**src/hw/rtl/jsu_pkg.sv**
```systemverilog
// shared types and constants for the json string unescape block
// no dependencies
`default_nettype none

package jsu_pkg;

   localparam int GROUP_BYTES = 3;

   // bytes produced by one input word, handed from front to back
   typedef struct packed {
      logic [GROUP_BYTES-1:0][7:0] bytes;
      logic [1:0]                  count;   // 1 to 3
      logic                        last;
   } group_type;

endpackage

`default_nettype wire

```
**src/hw/rtl/jsu_queue.sv**
```systemverilog
// short queue of output groups between decode front and byte serializer
// depends on jsu_pkg
`default_nettype none

module jsu_queue #(
   parameter int DEPTH = 4
) (
   input  wire logic               clock,
   input  wire logic               reset,
   input  wire logic               wr_en,
   input  wire jsu_pkg::group_type wr_data,
   output      logic               full,
   input  wire logic               rd_en,
   output      jsu_pkg::group_type rd_data,
   output      logic               rd_valid
);
   import jsu_pkg::*;

   localparam int PTR_W = (DEPTH > 1) ? $clog2(DEPTH) : 1;
   localparam int CNT_W = $clog2(DEPTH + 1);

   group_type         mem_ff [DEPTH];
   logic [PTR_W-1:0]  wr_ptr_ff, wr_ptr_in;
   logic [PTR_W-1:0]  rd_ptr_ff, rd_ptr_in;
   logic [CNT_W-1:0]  count_ff, count_in;
   logic              do_wr, do_rd;

   assign full     = (count_ff == CNT_W'(DEPTH));
   assign rd_valid = (count_ff != '0);
   assign rd_data  = mem_ff[rd_ptr_ff];
   assign do_wr    = wr_en && !full;
   assign do_rd    = rd_en && rd_valid;

   always_comb begin
      wr_ptr_in = wr_ptr_ff;
      rd_ptr_in = rd_ptr_ff;
      count_in  = count_ff;
      if (do_wr) begin
         wr_ptr_in = (wr_ptr_ff == PTR_W'(DEPTH - 1)) ? '0 : wr_ptr_ff + 1'b1;
      end
      if (do_rd) begin
         rd_ptr_in = (rd_ptr_ff == PTR_W'(DEPTH - 1)) ? '0 : rd_ptr_ff + 1'b1;
      end
      if (do_wr && !do_rd) begin
         count_in = count_ff + 1'b1;
      end else if (do_rd && !do_wr) begin
         count_in = count_ff - 1'b1;
      end
   end

   always_ff @(posedge clock) begin
      if (reset) begin
         wr_ptr_ff <= '0;
         rd_ptr_ff <= '0;
         count_ff  <= '0;
      end else begin
         wr_ptr_ff <= wr_ptr_in;
         rd_ptr_ff <= rd_ptr_in;
         count_ff  <= count_in;
      end
   end

   always_ff @(posedge clock) begin
      if (do_wr) begin
         mem_ff[wr_ptr_ff] <= wr_data;
      end
   end

endmodule

`default_nettype wire

```
**src/hw/rtl/jsu_front.sv**
```systemverilog
// decode front: tracks escape and \u state, turns each input word into a
// group of 0 to 3 output bytes; depends on jsu_pkg
`default_nettype none

module jsu_front (
   input  wire logic               clock,
   input  wire logic               reset,
   input  wire logic               accept,
   input  wire logic [7:0]         in_byte,
   input  wire logic               in_last,
   output      logic               grp_write,
   output      jsu_pkg::group_type grp_data
);
   import jsu_pkg::*;

   localparam logic [7:0] CH_BSLASH = 8'h5c;
   localparam logic [7:0] CH_QUOTE  = 8'h22;
   localparam logic [7:0] CH_SLASH  = 8'h2f;
   localparam logic [7:0] CH_B      = 8'h62;
   localparam logic [7:0] CH_F      = 8'h66;
   localparam logic [7:0] CH_N      = 8'h6e;
   localparam logic [7:0] CH_R      = 8'h72;
   localparam logic [7:0] CH_T      = 8'h74;
   localparam logic [7:0] CH_U      = 8'h75;
   localparam logic [7:0] CC_BS     = 8'h08;
   localparam logic [7:0] CC_FF     = 8'h0c;
   localparam logic [7:0] CC_LF     = 8'h0a;
   localparam logic [7:0] CC_CR     = 8'h0d;
   localparam logic [7:0] CC_TAB    = 8'h09;
   localparam logic [15:0] LIM_ONE  = 16'h0080;
   localparam logic [15:0] LIM_TWO  = 16'h0800;
   localparam logic [7:0] UTF_LEAD2 = 8'hc0;
   localparam logic [7:0] UTF_LEAD3 = 8'he0;
   localparam logic [7:0] UTF_CONT  = 8'h80;
   localparam logic [2:0] HEX_LEN   = 3'd4;

   logic        esc_ff, esc_in;
   logic        hex_ff, hex_in;
   logic [2:0]  seen_ff, seen_in;
   logic [15:0] code_ff, code_in;
   logic        ended_ff, ended_in;

   logic        is_hex;
   logic [3:0]  hex_val;

   always_comb begin
      is_hex  = 1'b0;
      hex_val = '0;
      if (in_byte >= 8'h30 && in_byte <= 8'h39) begin
         is_hex  = 1'b1;
         hex_val = in_byte[3:0];
      end else if ((in_byte >= 8'h61 && in_byte <= 8'h66) ||
                   (in_byte >= 8'h41 && in_byte <= 8'h46)) begin
         is_hex  = 1'b1;
         hex_val = in_byte[3:0] + 4'd9;
      end
   end

   always_comb begin
      logic [1:0]                  n;
      logic [GROUP_BYTES-1:0][7:0] b;
      n        = '0;
      b        = '0;
      esc_in   = esc_ff;
      hex_in   = hex_ff;
      seen_in  = seen_ff;
      code_in  = code_ff;
      ended_in = ended_ff;

      if (hex_ff) begin
         if (seen_ff == '0 && !is_hex) begin
            // no digit after \u: literal backslash and u, byte taken as plain unless a backslash
            hex_in = 1'b0;
            b[n] = CH_BSLASH; n = n + 1'b1;
            b[n] = CH_U;      n = n + 1'b1;
            if (in_byte == CH_BSLASH) begin
               esc_in = 1'b1;
            end else begin
               b[n] = in_byte; n = n + 1'b1;
            end
         end else begin
            if (!ended_ff && is_hex) begin
               code_in = {code_ff[11:0], hex_val};
            end else begin
               ended_in = 1'b1;
            end
            seen_in = seen_ff + 1'b1;
            if (seen_in >= HEX_LEN || in_last) begin
               hex_in = 1'b0;
               if (code_in < LIM_ONE) begin
                  b[n] = code_in[7:0]; n = n + 1'b1;
               end else if (code_in < LIM_TWO) begin
                  b[n] = UTF_LEAD2 | {3'b000, code_in[10:6]}; n = n + 1'b1;
                  b[n] = UTF_CONT | {2'b00, code_in[5:0]};    n = n + 1'b1;
               end else begin
                  b[n] = UTF_LEAD3 | {4'b0000, code_in[15:12]}; n = n + 1'b1;
                  b[n] = UTF_CONT | {2'b00, code_in[11:6]};     n = n + 1'b1;
                  b[n] = UTF_CONT | {2'b00, code_in[5:0]};      n = n + 1'b1;
               end
            end
         end
      end else if (esc_ff) begin
         esc_in = 1'b0;
         case (in_byte)
            CH_QUOTE, CH_BSLASH, CH_SLASH: begin
               b[n] = in_byte; n = n + 1'b1;
            end
            CH_B: begin
               b[n] = CC_BS; n = n + 1'b1;
            end
            CH_F: begin
               b[n] = CC_FF; n = n + 1'b1;
            end
            CH_N: begin
               b[n] = CC_LF; n = n + 1'b1;
            end
            CH_R: begin
               b[n] = CC_CR; n = n + 1'b1;
            end
            CH_T: begin
               b[n] = CC_TAB; n = n + 1'b1;
            end
            CH_U: begin
               hex_in   = 1'b1;
               seen_in  = '0;
               code_in  = '0;
               ended_in = 1'b0;
            end
            default: begin
               b[n] = CH_BSLASH; n = n + 1'b1;
               b[n] = in_byte;   n = n + 1'b1;
            end
         endcase
      end else if (in_byte == CH_BSLASH) begin
         esc_in = 1'b1;
      end else begin
         b[n] = in_byte; n = n + 1'b1;
      end

      // end of string flushes whatever is still held
      if (in_last) begin
         if (hex_in) begin
            b[n] = CH_BSLASH; n = n + 1'b1;
            b[n] = CH_U;      n = n + 1'b1;
         end else if (esc_in) begin
            b[n] = CH_BSLASH; n = n + 1'b1;
         end
      end

      grp_data.bytes = b;
      grp_data.count = n;
      grp_data.last  = in_last;
      grp_write      = accept && (n != '0);
   end

   always_ff @(posedge clock) begin
      if (reset) begin
         esc_ff   <= 1'b0;
         hex_ff   <= 1'b0;
         seen_ff  <= '0;
         code_ff  <= '0;
         ended_ff <= 1'b0;
      end else if (accept) begin
         if (in_last) begin
            esc_ff   <= 1'b0;
            hex_ff   <= 1'b0;
            seen_ff  <= '0;
            code_ff  <= '0;
            ended_ff <= 1'b0;
         end else begin
            esc_ff   <= esc_in;
            hex_ff   <= hex_in;
            seen_ff  <= seen_in;
            code_ff  <= code_in;
            ended_ff <= ended_in;
         end
      end
   end

endmodule

`default_nettype wire

```
**src/hw/rtl/jsu_back.sv**
```systemverilog
// byte serializer: walks the head group one byte per cycle into the
// result register while it is empty or popped; depends on jsu_pkg
`default_nettype none

module jsu_back (
   input  wire logic               clock,
   input  wire logic               reset,
   input  wire logic               grp_valid,
   input  wire jsu_pkg::group_type grp_head,
   output      logic               grp_done,
   output      logic [7:0]         out_byte,
   output      logic               out_last,
   output      logic               out_empty,
   input  wire logic               out_pop
);
   import jsu_pkg::*;

   logic [1:0] idx_ff, idx_in;
   logic       valid_ff, valid_in;
   logic [7:0] byte_ff;
   logic       last_ff;
   logic       load, final_byte;

   assign load       = (!valid_ff || out_pop) && grp_valid;
   assign final_byte = ((idx_ff + 1'b1) == grp_head.count);
   assign grp_done   = load && final_byte;

   always_comb begin
      idx_in   = idx_ff;
      valid_in = valid_ff && !out_pop;
      if (load) begin
         idx_in   = final_byte ? '0 : idx_ff + 1'b1;
         valid_in = 1'b1;
      end
   end

   always_ff @(posedge clock) begin
      if (reset) begin
         idx_ff   <= '0;
         valid_ff <= 1'b0;
      end else begin
         idx_ff   <= idx_in;
         valid_ff <= valid_in;
      end
   end

   always_ff @(posedge clock) begin
      if (load) begin
         byte_ff <= grp_head.bytes[idx_ff];
         last_ff <= grp_head.last && final_byte;
      end
   end

   assign out_byte  = byte_ff;
   assign out_last  = last_ff;
   assign out_empty = !valid_ff;

endmodule

`default_nettype wire

```
**src/hw/rtl/json_string_unescape.sv**
```systemverilog
// Streaming JSON string unescaper.
// Input queue side: one raw content byte per word (req_in_byte) with
// req_in_last on the final byte of the string; a word is taken at a clock
// edge with push high and full low.
// Result queue side: unescaped UTF-8 bytes on rsp_out_byte with rsp_out_last
// on the final byte of the string; the word shown while empty is low is taken
// at an edge with pop high.
// A word that yields bytes is written into the group queue, and its first
// byte then moves into the result register. Throughput: one input word per
// cycle while words yield at most one byte each and pop keeps up; the result
// side delivers one byte per cycle while popped, so a word that yields two or
// three bytes (unknown escapes, \u values of 0x80 and up) holds the serializer
// until each of its bytes is out. The group queue between decoder and
// serializer (QUEUE_DEPTH groups) absorbs these bursts; full rises only when
// it fills. A stalled result side holds the result word steady and backs up
// into the group queue, then into full. Reset clears the escape state, the
// queue and the result register; words held at that time are dropped.
// Depends on jsu_pkg, jsu_front, jsu_queue, jsu_back.
`default_nettype none

module json_string_unescape #(
   parameter int QUEUE_DEPTH = 4
) (
   input  wire logic       clock,
   input  wire logic       reset,
   input  wire logic       push,
   output      logic       full,
   input  wire logic [7:0] req_in_byte,
   input  wire logic       req_in_last,
   output      logic       empty,
   input  wire logic       pop,
   output      logic [7:0] rsp_out_byte,
   output      logic       rsp_out_last
);
   import jsu_pkg::*;

   logic      accept;
   logic      grp_write, grp_valid, grp_done;
   group_type grp_wr, grp_head;

   assign accept = push && !full;

   jsu_front u_front (
      .clock     (clock),
      .reset     (reset),
      .accept    (accept),
      .in_byte   (req_in_byte),
      .in_last   (req_in_last),
      .grp_write (grp_write),
      .grp_data  (grp_wr)
   );

   jsu_queue #(
      .DEPTH (QUEUE_DEPTH)
   ) u_queue (
      .clock    (clock),
      .reset    (reset),
      .wr_en    (grp_write),
      .wr_data  (grp_wr),
      .full     (full),
      .rd_en    (grp_done),
      .rd_data  (grp_head),
      .rd_valid (grp_valid)
   );

   jsu_back u_back (
      .clock     (clock),
      .reset     (reset),
      .grp_valid (grp_valid),
      .grp_head  (grp_head),
      .grp_done  (grp_done),
      .out_byte  (rsp_out_byte),
      .out_last  (rsp_out_last),
      .out_empty (empty),
      .out_pop   (pop)
   );

endmodule

`default_nettype wire

```
**config.mk**
```make
export PLATFORM = sky130hd
export DESIGN_NAME = json_string_unescape
export DESIGN_NICKNAME = d
export VERILOG_FILES = /design/src/hw/rtl/jsu_pkg.sv /design/src/hw/rtl/jsu_queue.sv /design/src/hw/rtl/jsu_front.sv /design/src/hw/rtl/jsu_back.sv /design/src/hw/rtl/json_string_unescape.sv
export SDC_FILE = /design/constraint.sdc
export NUM_CORES = 1
export LEC_CHECK = 0
export ABC_AREA = 1
export BUFFER_PORTS_ARGS = -buffer_cell sky130_fd_sc_hd__buf_2
export CORE_MARGIN = 4
export CORE_UTILIZATION = 50
export DETAILED_ROUTE_END_ITERATION = 16
export GPL_TIMING_DRIVEN = 0
export PLACE_DENSITY = 0.64
export SETUP_SLACK_MARGIN = 0.1
export SLEW_MARGIN = 20
export SYNTH_ARGS = -nofsm -noshare
export SYNTH_HDL_FRONTEND = slang
export SYNTH_HIERARCHICAL = 1
export SYNTH_SLANG_ARGS = --single-unit
export TNS_END_PERCENT = 30
```
**constraint.sdc**
```tcl
create_clock -name clock -period 12.35 [get_ports clock]
set_input_delay 1.235 -clock clock [delete_from_list [all_inputs] [get_ports clock]]
set_output_delay 1.235 -clock clock [all_outputs]
set_load 0.01 [all_outputs]
```
=== Word level (Yosys, flattened, before mapping) ===
Memory sizes are Yosys's and may differ from the RTL's. A register that Yosys moved wholly into a read port is not among the register bits.
Index checks and enable logic that the tools add are counted.
Widths: inputs -> output; s select.

* Output and inout port bits: 11
* Memories: 1
* RAM bits: 108
* Register bits: 41

{| class="wikitable"
|+ Memory list
! name !! depth !! width !! read ports !! clocked after memory_dff !! write ports !! RTL line !! RTL
|-
| u_queue.mem_ff || 4 || 27 || 1 || 1 || 1 || jsu_queue.sv:22 || <nowiki>group_type mem_ff [DEPTH];</nowiki>
|}

* Magnitude comparators: 14
* Bitwise gates (word level): 6
* Mux-type cells: 79
* Reductions and logical operators: 38
* Equal/unequal tests: 15
* Add/sub/neg operators: 9

{| class="wikitable"
|+ Operators with widths
! cell !! number
|-
| $mux 16 || 10
|-
| $mux 24 || 5
|-
| $mux 8 || 10
|-
| $eq 8x7->1 const B || 7
|-
| $pmux 8 s7 || 1
|-
| $demux 8 s2 || 2
|-
| $mux 1 || 26
|-
| $mux 2 || 13
|-
| $mux 3 || 7
|-
| $logic_and 1x1->1 || 17
|-
| $bmux 8 s2 || 1
|-
| $eq 8x6->1 const B || 2
|-
| $ge 8x7->1 const B || 2
|-
| $le 8x7->1 const B || 2
|-
| $lt 16x12->1 const B || 1
|-
| $lt 16x8->1 const B || 1
|-
| $or 15x15->15 || 1
|-
| $mux 14 || 1
|-
| $and 12x12->12 || 1
|-
| $not 12->12 || 1
|-
| $or 12x12->12 || 1
|-
| $add 2x1->2 const B || 5
|-
| $and 9x9->9 || 1
|-
| $lt 2x3->1 const B || 3
|-
| 24 further kinds || 40
|}

=== Logic depth before layout (Yosys ltp) ===
Gate-level depths: netlist (run 1).

* Depth after elaboration: 26
* Gate-level depth with buffers: 37

=== Cells and area by module ===
The synthesis (run 1) kept the hierarchy.

{| class="wikitable"
|+ Modules (own cells, without submodules)
! module !! cells each !! sequential area each (µm²) !! area each (µm²) !! times used
|-
| jsu_queue || 331 || 3423.3 || 4560.6 || 1
|-
| jsu_front || 446 || 440.4 || 2708.8 || 1
|-
| jsu_back || 79 || 330.3 || 699.4 || 1
|-
| json_string_unescape || 2 || 0.0 || 10.0 || 1
|}

=== Worst setup path after synthesis (run 1) ===
No wires, ideal clock.

* Kind: in2reg
* Start point: input req_in_byte[0]
* End point: memory u_queue/mem_ff[3][0] in the netlist's numbering, enable pin
* Required time: 11.939 ns
* Stages on the path: 27
* Path slack: 7.161 ns
* Setup time: 0.411 ns
* Arrival time: 4.779 ns
* Path through: inv_1 > ha_1 > inv_1 > nand2_1 > nand2_1 > nand2_2 > nand2_4 > nand2_4 > buf_6 > nand3b_2 > nand2_4 > nand2_2 > nor2_2 > nand3_4 > nand2_2 > inv_1 > nor2_1 > ha_1 > nand2_1 > nand2_1 > inv_1 > nand2_1 > nand2_2 > nor2_2 > nor2_2 > nand2_2 > nor2_1

{| class="wikitable"
|+ RTL lines
! element !! RTL line !! RTL
|-
| start: declaration || json_string_unescape.sv:28 || <nowiki>input wire logic [7:0] req_in_byte,</nowiki>
|-
| end: declaration || jsu_queue.sv:22 ||
|}

==> metrics.md, run 1 <==
| Metric | Value |
|---|---|
| Worst path max stage delay | 0.39 ns |
| Die width | 134 µm |
| Mapped Avg Cell Area | 9.30 µm² |
| Nets | 934 |
| Wire length per cell | 19.2 µm |
| Reg2reg start | u_front/seen_ff[0]$_SDFFE_PP0P_ |
| Final Cycle Share | a little over two fifths |
| Critical Path RT | 12.67 ns |
| Crit path launch type | input pin |
| Die Span Y | 134 µm |
| Peak supply drop | 0.104 mV |
| Crit path max fanout | 10 |
| TritonRoute pass-1 iters | 5 |
| Most common cell after layout, fill and taps aside | nand2_1 |
| Sequential area share after synthesis | between 50% and 60% |
| Share of cells above drive strength 1 | 17.9% |
| Worst hold slack | 0.469 ns |
| LEAKAGE | 3.60 nW |
| Initial antenna violation count | 0 |
| CTS max path bufs | 2 |
| Most frequent cells in the layout | nand2_1, nor2_1, edfxtp_1 |
| Die footprint | 18,000 µm² |
| Seq cells post-synth | 151 |
| Worst slew pin tran | between 0.8 and 0.9 ns |
| Initial Util | between 50% and 60% |
| Worst path arrival time | 5.60 ns |
| PortBufs | 23 |
| Post-synth EDFFs | ~120 |
| Top_reg_cell synth | edfxtp_1 |
| RSZ-0062 raised after global routing | no |
| Core area | 15,400 µm² |
| Number of core rows | 45 |
| Run status | finished clean |
| Routed Antenna Nets | 0 |
| Synth cell types | between 50 and 60 |
| CP max stage cell | fa_1 |
| N_diodes | 0 |
| Number of DRC markers in iteration 0 | a little over 500 |
| Min-delay src | u_front/code_ff[13]$_SDFFE_PP0P_ |
| Total I/O pin count | 24 |
| Most Crowded Layer GR | met2 |
| Final Util | 58.7% |
| Cts hold-fix bufs | 0 |
| Syn_nets | between 800 and 900 |
| CTS root buf | clkbuf_16 |
| TritonCTS clock tree | done |
| Placer Congestion | 0.965 |
| Worst slew margin | between 40% and 50% |
| Final setup fails | 0 |
| Clock skew | roughly 0.014 ns |
| Htree depth | 4 |
| Synth area leaders | edfxtp_1, dfxtp_1, nand2_1, nor2_1, inv_1 |
| Cell accounting for the most synthesized area | edfxtp_1 |
| CTS clk-pin slew, worst paths | 0.06 ns |
| Clock sinks | 151 |
| Fin. Hold Viols | 0 |
| Worst hold path class | flip-flop to flip-flop |
| Final Slew Violations | 0 |
| Yosys warning count | 6 |
| Sum Neg Setup Slack | 0 ns |
| Total GRT Usage | between 20% and 30% |
| Post-Syn Instances | ~860 |
| Met1 Use GR | 30.4% |
| Pwr Density | around 200 nW/µm² |
| Layout area overhead | 13.4% |
| Fmax | 189 MHz |
| Setup bufs post-CTS | 0 |
| Met3 Usage GRT | 4.43% |
| Critical Path End Type | flip-flop |
| GRT overflow | 0 |
| DRC Markers | 0 |
| CP Launch Point | req_in_byte[0] |
| Min Tclk post-route | 5.28 ns |
| Pin count of the biggest net entering global routing | 24 |
| Area fraction of the dominant cell type after synthesis | roughly 44% |
| Post-DP HPWL | 15,800 µm |
| Async S/R FF share, synth | 0% |
| CTS Buf Count | 17 |
| First-pass GRT wire length | 33,000 µm |
| Cell area after synthesis | 7980 µm² |
| Number of global-route vias before repair | 6,112 |
| Cts repair resizes | 0 |
| FF-to-FF setup slack | between 8 and 9 ns |
| Vias per inst | approximately 5.7 |
| Crit Path Class | input pin to flip-flop |
| Met2 usage | 40.6% |
| Most frequent CP cell | inv_1 |
| Max cap viols | 0 |
| Via count | 6,390 |
| Detailed Route WL | 21,600 µm |
| Clk_lat worst skew | 0.42 ns |
[cell usage after synthesis, drive strengths merged (8+ instances only)]
| cell type | count |
|---|---|
| edfxtp | 117 |
| inv | 93 |
| o22ai | 30 |
| buf | 28 |
| o21ai | 82 |
| o31ai | 10 |
| nand2 | 168 |
| dfxtp | 34 |
| a21oi | 39 |
| nor2 | 136 |
| ha | 16 |
| nand3 | 51 |
| nand4 | 8 |
[area by class of cell]
cell class                 instances  area, µm²
multi-input combinational        577       3160
timing repair buffer              27        218
fill                            1377       6380
inverter                          98        380
sequential                       151       4190
buffer                            32        274
clock inverter                    13        130
clock buffer                      18        429
tap                              211        264
[through the flow]
stage	setup slack, ns	total power [W]	cells	instance area, µm²
2_1_floorplan	7.16	0.00109	858	7980
3_3_place_gp	5.51	0.00126	1092	8360
3_5_place_dp	6.66	0.00129	1096	8490
4_1_cts	7.11	0.00179	1127	9050
5_1_grt	6.70	0.00187	1127	9050
6_report	7.07	0.00178	1127	9050
[state kept, by name (all words and copies together) (netlist names), 2 cells and up, named ones only]
register / count
u_queue/mem_ff: 108
u_queue/rd_ptr_ff: 2
u_queue/count_ff: 3
u_back/idx_ff: 2
u_front/code_ff: 16
u_queue/wr_ptr_ff: 2
u_front/seen_ff: 3
u_back/out_byte: 8
[final timing paths]
kind,end,cells past startpoint
worst max register to register,u_queue/count_ff[2]$_SDFFE_PP0P_,29
worst max-delay path,u_queue/count_ff[2]$_SDFFE_PP0P_,37
worst min register to register,u_front/code_ff[13]$_SDFFE_PP0P_,2
worst min-delay path,u_front/code_ff[13]$_SDFFE_PP0P_,2
[report_power, final]
group          total (W)  switching, W  internal (W)
Combinational   0.000617      0.000405      0.000212
Clock           0.000493      0.000198      0.000295
Sequential      0.000671     0.0000250      0.000646
Total            0.00178      0.000628       0.00115
[per-layer routing]
layer	up-vias	part of all wire, %
li1	3021	-
met1	3073	41
met2	256	50
met5	-	0
met3	40	5.9
met4	0	3.1
[critical path: cells and delay by family]
family                     cells  cell delay [ns]
adders and majority gates      4             1.10
and+or+nand+nor               23             2.28
buffers and inverters         10             1.00
[cell families (layout without fill, tap and decap cells)]
family / count (synthesis) / count (layout) / share of synthesized area [%]
xor+xnor: 4 / 4 / 0.533
flops: 151 / 151 / 52.6
simple gates: 375 / 375 / 23.0
fa+ha+maj: 17 / 17 / 2.76
compound gates: 181 / 181 / 12.9
buf+inv: 130 / 188 / 8.20
No activity file was read; power rests on OpenSTA's default activity.
==> inputs of run 2 (changes only) <==
--- a/config.mk
+++ b/config.mk
@@ -5,13 +5,13 @@
 export SDC_FILE = /design/constraint.sdc
 export NUM_CORES = 1
 export LEC_CHECK = 0
-export ABC_AREA = 1
+export ABC_AREA = 0
 export BUFFER_PORTS_ARGS = -buffer_cell sky130_fd_sc_hd__buf_2
 export CORE_MARGIN = 4
 export CORE_UTILIZATION = 50
 export DETAILED_ROUTE_END_ITERATION = 16
 export GPL_TIMING_DRIVEN = 0
-export PLACE_DENSITY = 0.64
+export PLACE_DENSITY = 0.67
 export SETUP_SLACK_MARGIN = 0.1
 export SLEW_MARGIN = 20
 export SYNTH_ARGS = -nofsm -noshare
==> constraint.sdc (replaced) <==
create_clock -name clock -period 4.6 [get_ports clock]
set_input_delay 0.46 -clock clock [delete_from_list [all_inputs] [get_ports clock]]
set_output_delay 0.46 -clock clock [all_outputs]
set_load 0.01 [all_outputs]
==> metrics.md, run 2 <==
| Metric | Value |
|---|---|
| LEAKAGE | 3.11 nW |
| CTS root buf | clkbuf_16 |
| Clock skew | 0.00886 ns |
| Number of global-route vias before repair | 5,119 |
| Crit path launch type | input pin |
| Worst slew pin tran | 0.987 ns |
| Critical Path RT | 4.94 ns |
| Top_reg_cell synth | edfxtp_1 |
| Final setup fails | 0 |
| Cell area after synthesis | ~7500 µm² |
| TritonRoute pass-1 iters | 5 |
| Max FFs per register | 108 |
| Nets | between 600 and 700 |
| Core area | 14,600 µm² |
| Worst path arrival time | 4.91 ns |
| Cts hold-fix bufs | 0 |
| First-pass GRT wire length | about 29,000 µm |
| Total GRT Usage | 22.4% |
| Seq cells post-synth | about 150 |
| R2R cell count | 17 |
| Fin. Hold Viols | 0 |
| CTS Buf Count | 17 |
| Min-delay src | req_in_last |
| Fillers | 1,155 |
| Crit path max fanout | 9 |
| Critical Path End Type | flip-flop |
| TritonCTS clock tree | done |
| DRC Markers | 0 |
| CTS clk-pin slew, worst paths | 0.06 ns |
| Placer Congestion | 0.954 |
| Via count | between 5,000 and 6,000 |
| Worst Hold End | u_queue/mem_ff[3][0]$_DFFE_PP_ |
| Final Util | 59.9% |
| Clock Power Share | 33.5% |
| Final Cycle Share | ~99% |
| Sequential area share after synthesis | 55.7% |
| Synth area leaders | edfxtp_1, dfxtp_1, mux4_2, mux2i_1, ha_1 |
| Gate power share | between 20% and 30% |
| Die Span Y | roughly 130 µm |
| FF-to-FF setup slack | 0.17 ns |
| Crit Path Class | input pin to flip-flop |
| Most frequent cells in the layout | edfxtp_1, nor2_1, nand2_1 |
| Hold Path Cell Cnt | 1 |
| Yosys warning count | 6 |
| Share of cells above drive strength 1 | 24.4% |
| Clk_lat worst skew | about 0.42 ns |
| Worst slew margin | between 30% and 40% |
| Pwr Density | 479 nW/µm² |
| Reg2reg start | u_front/code_ff[9]$_SDFFE_PP0P_ |
| Detailed Route WL | 18,300 µm |
| Post-synth top cells | edfxtp_1, nor2_1, nand2_1 |
| Peak supply drop | 0.246 mV |
| Post-synth EDFFs | 117 |
| Internal power | 0.00304 W |
| Area of the multi-input gates | 3170 µm² |
| Sw Ratio | 27.7% |
| Htree depth | 4 |
| Post-Syn Instances | 597 |
| Max cap viols | 0 |
| Seq. cell area | 4190 µm² |
| Mapped Avg Cell Area | 12.6 µm² |
| Worst hold path class | input pin to flip-flop |
| Number of DRC markers in iteration 0 | 421 |
| RSZ-0062 raised after global routing | yes |
| Wire length per cell | between 20 and 25 µm |
| Vias per inst | 6.15 |
| Synth cell types | 80 |
| Initial Util | 51.4% |
| CTS max path bufs | 2 |
| RR Endpoint | u_queue/count_ff[2]$_SDFFE_PP0P_ |
| Post-DP HPWL | between 10,000 and 15,000 µm |
| Cell accounting for the most synthesized area | edfxtp_1 |
| Worst hold slack | about 0.25 ns |
| Clock sinks | between 150 and 200 |
| Reg with most FFs | u_queue/mem_ff |
| GRT overflow | 0 |
| Final Slew Violations | 0 |
| Area fraction of the dominant cell type after synthesis | about 47% |
| Most common cell after layout, fill and taps aside | edfxtp_1 |
| Layout area overhead | 16.4% |
| Initial antenna violation count | 0 |
| Min Tclk post-route | 4.56 ns |
| Syn_nets | 627 |
| Pin count of the biggest net entering global routing | 27 |
| Seq pwr share | 42.3% |
| PortBufs | 20 |
| Die footprint | 17,100 µm² |
| Run status | finished clean |
| N_diodes | 0 |
| Number of core rows | 44 |
| Die width | approximately 130 µm |
| Psw | roughly 0.0012 W |
| Fmax | approximately 220 MHz |
| Async S/R FF share, synth | 0% |
| Most frequent cell after synthesis | edfxtp_1 |
| Routed Antenna Nets | 0 |
| Total I/O pin count | 24 |
==> run 2: changes by cell type in the layout (fill, tap and decap cells not counted), sizes merged, moves of 22 or more <==
cell	before	now
inv	95	25
nand3	51	18
mux4	0	27
nor2	136	45
o21ai	82	27
o22ai	30	2
nand2	168	35
mux2i	0	22
==> run 2: worst max path at each step <==
stage	startpoint	end	slack, ns	depth (start not counted)
2_1_floorplan	req_in_byte[6]	u_queue/count_ff[2]$_SDFFE_PP0P_	0.05	19
3_3_place_gp	req_in_byte[0]	u_queue/mem_ff[0][17]$_DFFE_PP_	-0.99	13
3_5_place_dp	req_in_byte[0]	u_queue/count_ff[2]$_SDFFE_PP0P_	-0.94	20
4_1_cts	req_in_byte[0]	u_queue/count_ff[2]$_SDFFE_PP0P_	0.11	22
5_1_grt	req_in_byte[0]	u_queue/count_ff[2]$_SDFFE_PP0P_	-0.09	22
6_report	req_in_byte[0]	u_queue/count_ff[2]$_SDFFE_PP0P_	0.04	22
==> run 2: timing repair <==
item	CTS	global route
resized for setup	11	5
setup endpoints to repair	3	1
pin swaps	7	8
setup buffers	7	1
==> run 2: power groups by stage <==
stage	combinational, W	sequential [W]	clock [W]
2_1_floorplan	0.000685	0.00182	0
3_3_place_gp	0.000930	0.00180	0
6_report	0.00101	0.00178	0.00141
5_1_grt	0.00112	0.00180	0.00150
3_5_place_dp	0.000989	0.00181	0
4_1_cts	0.00100	0.00178	0.00143
==> run 2: worst max-delay path: stages <==
cell,delay (ns)
buf_2,0.12
buf_8,0.14
inv_4,0.06
ha_4,0.14
or3b_4,0.39
a2111oi_4,0.40
nor2_2,0.11
and3_1,0.18
buf_6,0.14
a211oi_4,0.30
ha_2,0.33
o311a_1,0.36
o21ai_4,0.08
o21a_1,0.17
bufinv_8,0.19
nor2_4,0.15
ha_4,0.16
inv_1,0.05
fa_2,0.33
xor2_1,0.18
or3_1,0.32
a21oi_1,0.13
==> run 2: through the flow <==
step	total power, W	cell area, µm²	setup TNS [ns]	std cells	setup WS [ns]
after floorplan	0.00250	7630	0	597	0.0539
final	0.00420	8770	0	845	0.0360
after global placement	0.00273	7960	-107.13	801	-0.990
after CTS	0.00422	8740	0	844	0.109
after global routing	0.00441	8770	-0.0863	845	-0.0863
after detailed placement	0.00280	8040	-16.60	805	-0.938
==> run 2: area by class of cell <==
cell class                      instances  share of cell area, %
Buffer                                 36                   2.53
Clock buffer                           17                   4.85
Clock inverter                         15                   2.01
Inverter                               23                   1.23
Multi-Input combinational cell        387                   36.2
Sequential cell                       151                   47.8
Tap cell                              184                   2.63
Timing Repair Buffer                   32                   2.77
==> run 2: cells by family (layout without fill, tap and decap cells) <==
group	after synthesis	after routing	synth area share, %
AO/OA/AOI/OAI	140	140	13.0
XOR/XNOR	7	7	0.914
adder cells (fa/ha/maj)	17	17	2.92
buffers and inverters	59	123	4.00
flip-flops	151	151	55.7
multiplexers	53	53	11.6
AND/OR/NAND/NOR	170	170	11.9
==> run 2: per-layer routing <==
metal	vias up	part of all wire (%)	global-route usage, %
met5	-	0	0
met1	2571	43	29.6
met4	0	2.9	8.23
met2	176	49	37.0
li1	2416	-	-
met3	35	4.8	4.31
==> inputs of run 3 (changes only) <==
--- a/config.mk
+++ b/config.mk
@@ -9,6 +9,7 @@
 export BUFFER_PORTS_ARGS = -buffer_cell sky130_fd_sc_hd__buf_2
 export CORE_MARGIN = 4
 export CORE_UTILIZATION = 50
+export CTS_BUF_LIST = sky130_fd_sc_hd__clkbuf_8
 export DETAILED_ROUTE_END_ITERATION = 16
 export GPL_TIMING_DRIVEN = 0
 export PLACE_DENSITY = 0.67
==> metrics.md, run 3 (synthesized netlist as in run 2, its figures left out) <==
| Metric | Value |
|---|---|
| Run status | finished clean |
| Fin. Hold Viols | 0 |
| Worst Hold End | u_queue/mem_ff[3][0]$_DFFE_PP_ |
| R2R cell count | 17 |
| Cts hold-fix bufs | 0 |
| FF-to-FF setup slack | around 0.29 ns |
| Reg2reg start | u_front/code_ff[8]$_SDFFE_PP0P_ |
| Worst path arrival time | about 4.8 ns |
| Number of core rows | 44 |
| Total I/O pin count | 24 |
| Worst slew margin | 21.0% |
| Worst hold path class | input pin to flip-flop |
| Peak supply drop | 0.198 mV |
| Crit path launch type | input pin |
| Detailed Route WL | 18,000 µm |
| Min-delay src | req_in_last |
| Most frequent CP cell | ha_4 |
| Via count | 5,093 |
| Min Tclk post-route | 4.42 ns |
| Die width | about 130 µm |
| TritonCTS clock tree | done |
| Nets | between 600 and 700 |
| Clock skew | 0.00973 ns |
| RR Endpoint | u_queue/count_ff[2]$_SDFFE_PP0P_ |
| Most frequent cells in the layout | edfxtp_1, nor2_1, nand2_1 |
| Vias per inst | 6.01 |
| Hold Path Cell Cnt | 1 |
| CTS max path bufs | 2 |
| RSZ-0062 raised after global routing | no |
| Crit path max fanout | 9 |
| Die Span Y | 131 µm |
| CTS clk-pin slew, worst paths | about 0.080 ns |
| PortBufs | 20 |
| Die footprint | 17,100 µm² |
| LEAKAGE | around 3.0 nW |
| CP bufs+invs | 4 |
| Crit Path Class | input pin to flip-flop |
| GRT overflow | 0 |
| Dpl cells | 805 |
| First-pass GRT wire length | 28,200 µm |
| TritonRoute pass-1 iters | 5 |
| Final Slew Violations | 0 |
| Worst path max stage delay | 0.51 ns |
| Critical Path RT | around 5 ns |
| Final Cycle Share | 96.1% |
| Initial Util | 51.4% |
| Final Power | around 0.0038 W |
| Post-DP HPWL | 12,800 µm |
| Max FFs per register | 108 |
| Non-Filler Instances | around 850 |
| Reg with most FFs | u_queue/mem_ff |
| Wire length per cell | 21.2 µm |
| Clock sinks | 151 |
| Core area | 14,600 µm² |
| Share of cells above drive strength 1 | 25.0% |
| Sum Neg Setup Slack | 0 ns |
| Total GRT Usage | ~22% |
| Number of DRC markers in iteration 0 | about 420 |
| CP max stage cell | or4b_4 |
| CTS Buf Count | 17 |
| Layout area overhead | 14.5% |
| Routed Antenna Nets | 0 |
| Htree depth | 4 |
| Max cap viols | 0 |
| Most common cell after layout, fill and taps aside | edfxtp_1 |
| DRC Markers | 0 |
| Number of global-route vias before repair | 5,064 |
| Final setup fails | 0 |
| Fmax | 226 MHz |
| Critical Path End Type | flip-flop |
| Placer Congestion | ~0.95 |
| Crit-path cells | buf_2 -> or4b_4 -> or3_4 -> a21oi_4 -> buf_6 -> a21oi_2 -> a221o_2 -> ha_4 -> o311a_1 -> o21ai_4 -> o21a_2 -> bufinv_8 -> nor2_4 -> ha_4 -> inv_1 -> fa_2 -> xor2_1 -> or3_1 -> a21oi_1 |
| CTS root buf | clkbuf_8 |
| Initial antenna violation count | 0 |
| Pin count of the biggest net entering global routing | 27 |
| Clk_lat worst skew | 0.44 ns |
| Pwr Density | 443 nW/µm² |
| Final Util | 58.9% |
| N_diodes | 0 |
| CP delay by family, top | compound AO/OA/AOI/OAI gates |
| Worst slew pin tran | between 1 and 1.5 ns |
==> run 3: report_power, final <==
part / total [W] / switching [W] / internal, W
registers: 0.00178 / 0.0000663 / 0.00171
clock network: 0.00104 / 0.000501 / 0.000541
logic: 0.00100 / 0.000537 / 0.000466
total: 0.00382 / 0.00110 / 0.00272
==> run 3: worst max-delay path by stage <==
stage / startpoint / to / cells after the start
6_report: req_in_byte[7] / u_queue/count_ff[2]$_SDFFE_PP0P_ / 19
5_1_grt: u_front/code_ff[9]$_SDFFE_PP0P_ / u_queue/count_ff[2]$_SDFFE_PP0P_ / 17
4_1_cts: req_in_byte[0] / u_queue/count_ff[2]$_SDFFE_PP0P_ / 22
3_5_place_dp: req_in_byte[0] / u_queue/count_ff[2]$_SDFFE_PP0P_ / 20
3_3_place_gp: req_in_byte[0] / u_queue/mem_ff[0][17]$_DFFE_PP_ / 13
2_1_floorplan: req_in_byte[6] / u_queue/count_ff[2]$_SDFFE_PP0P_ / 19
==> run 3: layout make-up <==
class	instances	area, µm²
fillers	1161	6020
flip-flops and latches	151	4190
multi-input cells	387	3200
repair buffers	34	258
clock buffers	17	234
well taps	184	230
plain buffers	36	221
clock inverters	15	176
inverters	23	108
==> run 3: timing repair <==
item / 4_1_cts / 5_1_grt
setup buffers: 2 / 8
endpoints found under the setup margin: 3 / 1
pin swaps: 3 / 10
gates resized for setup: 11 / 12
==> run 3: routing by layer <==
metal | up-vias | share of wire, % | track usage, % | wire length, µm
li1 | 2415 | - | - | -
met4 | 0 | 2.7 | 8.17 | 484
met2 | 141 | 49 | 36.6 | 8890
met3 | 34 | 4.3 | 3.82 | 765
met1 | 2503 | 44 | 29.3 | 7840
met5 | - | 0 | 0 | 0
==> run 3: per-stage QoR <==
step | hold slack (ns) | instance area (µm²) | setup WS, ns
after floorplan | 0.461 | 7630 | 0.0539
after global placement | 0.475 | 7960 | -0.990
after detailed placement | 0.485 | 8040 | -0.938
after CTS | 0.197 | 8510 | 0.120
after global routing | 0.196 | 8630 | 0.0663
final | 0.227 | 8630 | 0.179
